File: config.mk
export PLATFORM = sky130hd
export DESIGN_NAME = gmsh_ctrl
export DESIGN_NICKNAME = d
export VERILOG_FILES = /design/src/rtl/gmsh_pkg.sv /design/src/rtl/gmsh_ctrl.sv
export SDC_FILE = /design/constraint.sdc
export NUM_CORES = 1
export LEC_CHECK = 0
export CORE_AREA = 4 4 41 43
export CTS_BUF_LIST = sky130_fd_sc_hd__clkbuf_4 sky130_fd_sc_hd__clkbuf_8 sky130_fd_sc_hd__clkbuf_16
export DETAILED_ROUTE_END_ITERATION = 12
export DIE_AREA = 0 0 45 47
export DONT_BUFFER_PORTS = 1
export GPL_TIMING_DRIVEN = 0
export REMOVE_ABC_BUFFERS = 1
export SYNTH_ARGS = -nofsm -noshare
export SYNTH_HDL_FRONTEND = slang
export SYNTH_SLANG_ARGS = --single-unit
File: constraint.sdc
create_clock -name clk -period 3.7 [get_ports clk]
set_input_delay 0.37 -clock clk [delete_from_list [all_inputs] [get_ports clk]]
set_output_delay 0.37 -clock clk [all_outputs]
set_load 0.02 [all_outputs]
File: src/rtl/gmsh_pkg.sv
// Package for the gated matrix slice histogrammer.
// Request codes, register indexes, FSM state type and controller/datapath structs.
// No dependencies.
`timescale 1ns / 1ps

package gmsh_pkg;

  localparam int NUM_GATES_DEF    = 32;
  localparam int NUM_CHANNELS_DEF = 4096;

  localparam logic [1:0] REQ_LOAD = 2'd0;
  localparam logic [1:0] REQ_CELL = 2'd1;
  localparam logic [1:0] REQ_READ = 2'd2;

  localparam logic [7:0] CFG_SLICE_MODE   = 8'd0;
  localparam logic [7:0] CFG_ACTIVE_GATES = 8'd1;
  localparam logic [7:0] CFG_ADD_ALL      = 8'd2;

  localparam logic [1:0] MODE_X = 2'd0;
  localparam logic [1:0] MODE_Y = 2'd1;

  localparam logic [31:0] SAT_MAX = 32'h7fff_ffff;
  localparam logic [31:0] SAT_MIN = 32'h8000_0000;

  typedef enum logic [3:0] {
    ST_SWEEP,
    ST_IDLE,
    ST_DISPATCH,
    ST_CLEAR,
    ST_CELL_CHK,
    ST_CELL_WR,
    ST_RD_CHK,
    ST_RD_ACC,
    ST_FINISH
  } state_t;

  typedef struct packed {
    logic take_req;
    logic load_win;
    logic clr_write;
    logic loop_all;
    logic loop_one;
    logic step_cell;
    logic step_gate;
    logic bump_write;
    logic acc_add;
    logic set_err;
    logic res_load;
    logic sweep_write;
  } dp_cmd_t;

  typedef struct packed {
    logic       gi_inactive;
    logic       ch_out;
    logic       loop_done;
    logic       hit;
    logic       clr_last;
    logic       sweep_last;
    logic       add_all;
    logic [1:0] req_type;
  } dp_sts_t;

endpackage

File: src/rtl/gmsh_ctrl.sv
// Controller FSM of the gated matrix slice histogrammer.
// Depends on gmsh_pkg; drives datapath commands and the result valid flag.
`timescale 1ns / 1ps

module gmsh_ctrl (
  input  logic              clk,
  input  logic              rst,
  input  logic              in_valid,
  output logic              in_ready,
  output logic              out_valid,
  input  logic              out_ready,
  output gmsh_pkg::dp_cmd_t cmd,
  input  gmsh_pkg::dp_sts_t sts
);

  gmsh_pkg::state_t state, state_next;
  logic slot_free;

  assign slot_free = !out_valid || out_ready;

  always_ff @(posedge clk) begin
    if (rst) begin
      state     <= gmsh_pkg::ST_SWEEP;
      out_valid <= 1'b0;
    end else begin
      state <= state_next;
      if (cmd.res_load) out_valid <= 1'b1;
      else if (out_ready) out_valid <= 1'b0;
    end
  end

  always_comb begin
    state_next = state;
    cmd        = '0;
    in_ready   = 1'b0;
    unique case (state)
      gmsh_pkg::ST_SWEEP: begin
        cmd.sweep_write = 1'b1;
        if (sts.sweep_last) state_next = gmsh_pkg::ST_IDLE;
      end
      gmsh_pkg::ST_IDLE: begin
        in_ready = 1'b1;
        if (in_valid) begin
          cmd.take_req = 1'b1;
          state_next   = gmsh_pkg::ST_DISPATCH;
        end
      end
      gmsh_pkg::ST_DISPATCH: begin
        priority if (sts.req_type == gmsh_pkg::REQ_LOAD) begin
          if (sts.gi_inactive) begin
            cmd.set_err = 1'b1;
            state_next  = gmsh_pkg::ST_FINISH;
          end else begin
            cmd.load_win = 1'b1;
            state_next   = gmsh_pkg::ST_CLEAR;
          end
        end else if (sts.req_type == gmsh_pkg::REQ_CELL) begin
          cmd.loop_all = 1'b1;
          state_next   = gmsh_pkg::ST_CELL_CHK;
        end else if (sts.req_type == gmsh_pkg::REQ_READ) begin
          if (sts.add_all) begin
            if (sts.ch_out) state_next = gmsh_pkg::ST_FINISH;
            else begin
              cmd.loop_all = 1'b1;
              state_next   = gmsh_pkg::ST_RD_CHK;
            end
          end else if (sts.gi_inactive) begin
            cmd.set_err = 1'b1;
            state_next  = gmsh_pkg::ST_FINISH;
          end else if (sts.ch_out) begin
            state_next = gmsh_pkg::ST_FINISH;
          end else begin
            cmd.loop_one = 1'b1;
            state_next   = gmsh_pkg::ST_RD_CHK;
          end
        end else begin
          state_next = gmsh_pkg::ST_FINISH;
        end
      end
      gmsh_pkg::ST_CLEAR: begin
        cmd.clr_write = 1'b1;
        if (sts.clr_last) state_next = gmsh_pkg::ST_FINISH;
      end
      gmsh_pkg::ST_CELL_CHK: begin
        if (sts.loop_done) state_next = gmsh_pkg::ST_FINISH;
        else if (sts.hit) state_next = gmsh_pkg::ST_CELL_WR;
        else cmd.step_cell = 1'b1;
      end
      gmsh_pkg::ST_CELL_WR: begin
        cmd.bump_write = 1'b1;
        cmd.step_cell  = 1'b1;
        state_next     = gmsh_pkg::ST_CELL_CHK;
      end
      gmsh_pkg::ST_RD_CHK: begin
        if (sts.loop_done) state_next = gmsh_pkg::ST_FINISH;
        else state_next = gmsh_pkg::ST_RD_ACC;
      end
      gmsh_pkg::ST_RD_ACC: begin
        cmd.acc_add   = 1'b1;
        cmd.step_gate = 1'b1;
        state_next    = gmsh_pkg::ST_RD_CHK;
      end
      gmsh_pkg::ST_FINISH: begin
        if (slot_free) begin
          cmd.res_load = 1'b1;
          state_next   = gmsh_pkg::ST_IDLE;
        end
      end
      default: state_next = gmsh_pkg::ST_IDLE;
    endcase
  end

endmodule

# --- Yosys cells after proc, flatten, opt, wreduce, memory -nomap -nowiden ---
# Index checks and enable logic that the tools add are counted.
totals:
  ff_bits: 5
  inputBits: 13
  out_inout_bits: 14
op_classes:
  n_eq_ne: 15
  mux: 47
  n_reduce_logical: 6
op_table:
  columns: ["op", "n"]
  rows:
  - ["$mux W4", 14]
  - ["$pmux W4 S9", 1]
  - ["$mux W1", 28]
  - ["$eq A4 B3 Y1 const B", 4]
  - ["$eq A4 B2 Y1 const B", 2]
  - ["$ne A2 B2 Y1 const B", 4]
  - ["$mux W2", 3]
  - ["$reduce_and A5 Y1", 1]
  - ["$eq A4 B1 Y1 const B", 1]
  - ["$eq A4 B4 Y1 const B", 1]
  - ["$logic_not A4 Y1", 1]
  - ["$ne A3 B3 Y1 const B", 1]
  - ["$eq A2 B1 Y1 const B", 1]
  - ["$eq A2 B2 Y1 const B", 1]
  - ["$logic_not A2 Y1", 1]
  - ["$pmux W1 S2", 1]
  - ["$reduce_bool A2 Y1", 1]
  - ["$logic_not A1 Y1", 1]
  - ["$logic_or A1 B1 Y1", 1]

# --- Depth between registers and ports, before layout ---
depth:
  word_depth: 7
  depth_mapped: 5
  mapped_depth_nobuf: 4

# --- Least setup slack after synthesis ---
# Ideal clock, no wire load.
synth_timing:
  path_kind: "register to output"
  from: "register state[2]"
  to: "output port cmd[7] (netlist bit)"
  t_arrival_ns: 1.616
  path_slack_ns: 1.714
  stages_incl_launch_ff: 3
  cell_sequence: "dfxtp_1 > or4b_4 > nor4_1"
synth_lines:
  columns: ["element", "line", "text"]
  rows:
  - ["from (decl)", "gmsh_ctrl.sv:16", "gmsh_pkg::state_t state, state_next;"]
  - ["from (signal assigned)", "gmsh_ctrl.sv:23", "state <= gmsh_pkg::ST_SWEEP;"]
  - ["from (signal assigned)", "gmsh_ctrl.sv:26", "state <= state_next;"]
  - ["to (decl)", "gmsh_ctrl.sv:12", "output gmsh_pkg::dp_cmd_t cmd,"]

==> impl_results.md <==
* Status: complete, no violations
* ANT cells at 0
* Max Slew Vio Count at 0
* Detailed-route wire length at ~1300 um
* Crit path capture type: output port
* CP startpoint kind: register
* Vias at about 560
* Number of global-route vias before repair at roughly 530
* Clock sinks at 5
* Remaining global-route overflow at 0
* Cts repair resizes at 0
* Maximum clock rate at about 410 MHz
* DR DRC count at 0
* Share of cells above drive strength 1 at 0.143
* ANT nets after route at 0
* Initial Utilization at 0.418
* First-pass GRT wire length at between 2000 and 2500 um
* Crit path from: state[2]
* Die H at between 40 and 50 um
* Synth warnings at 0
* RSZ-0062 raised after global routing: no
* Tcrit/Tclk final at 0.667
* R2R cell count at 4
* CP cell instances: or4b_4 -> nor4_1
* Synth-to-layout area growth at 3.68%
* CP max-delay cell: nor4_1
* Core Footprint at approximately 1300 um2
* Final min period at 2.47 ns
* R2r startpoint: state[2]
* Routed vias/inst at 6.11
* Clk_lat worst skew at between 0.2 and 0.25 ns
* GR Util All Layers at 0.144
* Placer Congestion at 0.804
* Reg area at approximately 100 um2
* 1st-pass router iterations at 4
* Die area at approximately 2100 um2
* Worst hold path class: in -> reg
* Yosys reg bits at 5
* PwrDens at approximately 280 nW/um2
* CP required at between 3 and 4 ns
* CTS tree: done
* Multi-input gate area at slightly above 400 um2
* Seq/Total Area, Yosys at 0.184
* Max IR drop VDD at 0.135 mV
* LEAKAGE at 0.189 nW
* Hold_buf cts at 0
* # fillers at 152
* Pin count of the biggest net entering global routing at 17
* Commonest non-fill, non-tap cells in the layout: 13 x nor2_1, 7 x a21oi_1, 6 x nand2b_1, 5 x dfxtp_1
* Bufs and invs on worst path at 0
* Avg WL per Cell at 14.1 um
* Relative slew slack at 0.397
* Synth cell types at 35
* Commonest non-fill, non-tap cell in the layout: nor2_1
* Layout Nets at between 90 and 100
* Row cnt at 13
* Port Buffer Count at 0
* Avg Inst Size Synth at approximately 7 um2
* RR Endpoint: state[0]
* Hold Vio Cnt, Final at 0
* R2r setup slk at 1.93 ns
* Worst path arrival time at roughly 2.1 ns
* CTS Buf Count at 3
* CP Class: reg -> out
* Cells after Synth at 78
* Die W at between 40 and 50 um
* Clk slew on worst S/H paths at 0.05 ns
* CTS root buffer: clkbuf_4
* DR iter-0 viols at 10
* CTS HTree Levels at 1
* DPL Wire Length at slightly above 1000 um
* Final setup viols at 0
* Largest stage delay, worst path at about 0.76 ns
* CP top delay family: simple AND/OR/NAND/NOR gates
* Mapped Area at approximately 540 um2
* MaxCap Viol Count at 0
* Max Buffers Root-to-Sink at 2
* Stages on the worst setup path at 2
* Total power at between 0.15 and 0.2 mW
* Worst Setup EP: cmd[7]
* TNS Setup at 0 ns
* Post-CTS Setup Bufs at 0
* Ports at 27
* Initial antenna violation count at 0
* Clock skew at ~0.0053 ns
* Worst-margin pin slew at ~0.9 ns
* CP max FO at 16
-- flip-flops by register name (all words and copies together), names as in the netlist --
name	flops
out_valid	1
state	4
-- metal layers --
| layer | GRT usage | vias to the layer above | part of all wire |
|---|---|---|---|
| met5 | 0 | - | 0 |
| met4 | 0.0409 | 0 | 0 |
| met3 | 0.0421 | 0 | 0.085 |
| met2 | 0.243 | 18 | 0.50 |
| met1 | 0.177 | 260 | 0.41 |
| li1 | - | 284 | - |
-- where the power goes --
part | internal, mW | switching [mW]
Clock | 0.0480 | 0.0217
Combinational | 0.0117 | 0.0187
Sequential | 0.0557 | 0.00492
-- through the flow --
step | cell area (um2) | utilization | cells | hold WS, ns | setup slack, ns
floorplan | 515 | - | 73 | 0.436 | 1.61
global placement | 534 | 0.411 | 88 | 0.439 | 1.47
detailed placement | 534 | 0.411 | 88 | 0.440 | 1.45
CTS | 564 | 0.434 | 92 | 0.192 | 1.19
global route | 564 | 0.434 | 92 | 0.186 | 1.11
finish | 564 | 0.434 | 92 | 0.198 | 1.23
-- cell usage after synthesis, drive strengths merged --
cell type	n	area, um2
and3	1	6.26
o21bai	1	7.51
nor2b	3	26.3
a221oi	1	15.0
inv	3	11.3
a221o	1	10.0
and3b	3	26.3
nor2	13	48.8
o31ai	2	15.0
a32oi	1	8.76
clkbuf	2	11.3
nand2b	6	37.5
a21oi	7	35.0
buf	3	17.5
nand4	1	6.26
nand4b	1	8.76
or4b	1	13.8
nand2	4	15.0
dfxtp	5	100
nand3	3	15.0
o21ai	3	15.0
nor4	2	12.5
a31o	1	8.76
or3b	1	8.76
a31oi	2	18.8
o2111ai	1	8.76
nor3	5	30.0
and2	1	6.26
-- worst min-delay path by stage --
stage,from,end,slack [ns],depth (start not counted)
2_1_floorplan,rst,state[0],0.44,1
3_3_place_gp,rst,state[0],0.44,1
3_5_place_dp,rst,state[0],0.44,1
4_1_cts,rst,state[0],0.19,1
5_1_grt,rst,state[2],0.19,1
6_report,rst,state[0],0.20,1
-- kinds of logic (layout without fill, tap and decap cells) --
| group | Yosys count | count (layout) | share of synthesized area |
|---|---|---|---|
| and+or+nand+nor | 45 | 45 | 0.480 |
| AOI/OAI and AO/OA | 20 | 20 | 0.262 |
| buffers and inverters | 8 | 7 | 0.0736 |
| DFF | 5 | 5 | 0.184 |
-- final cells by class --
| class | count | area share |
|---|---|---|
| Inverter | 3 | 0.0200 |
| Clock buffer | 4 | 0.0532 |
| Tap cell | 15 | 0.0333 |
| Sequential cell | 5 | 0.177 |
| Multi-Input combinational cell | 65 | 0.716 |
No activity file was read; power rests on OpenSTA's default activity.
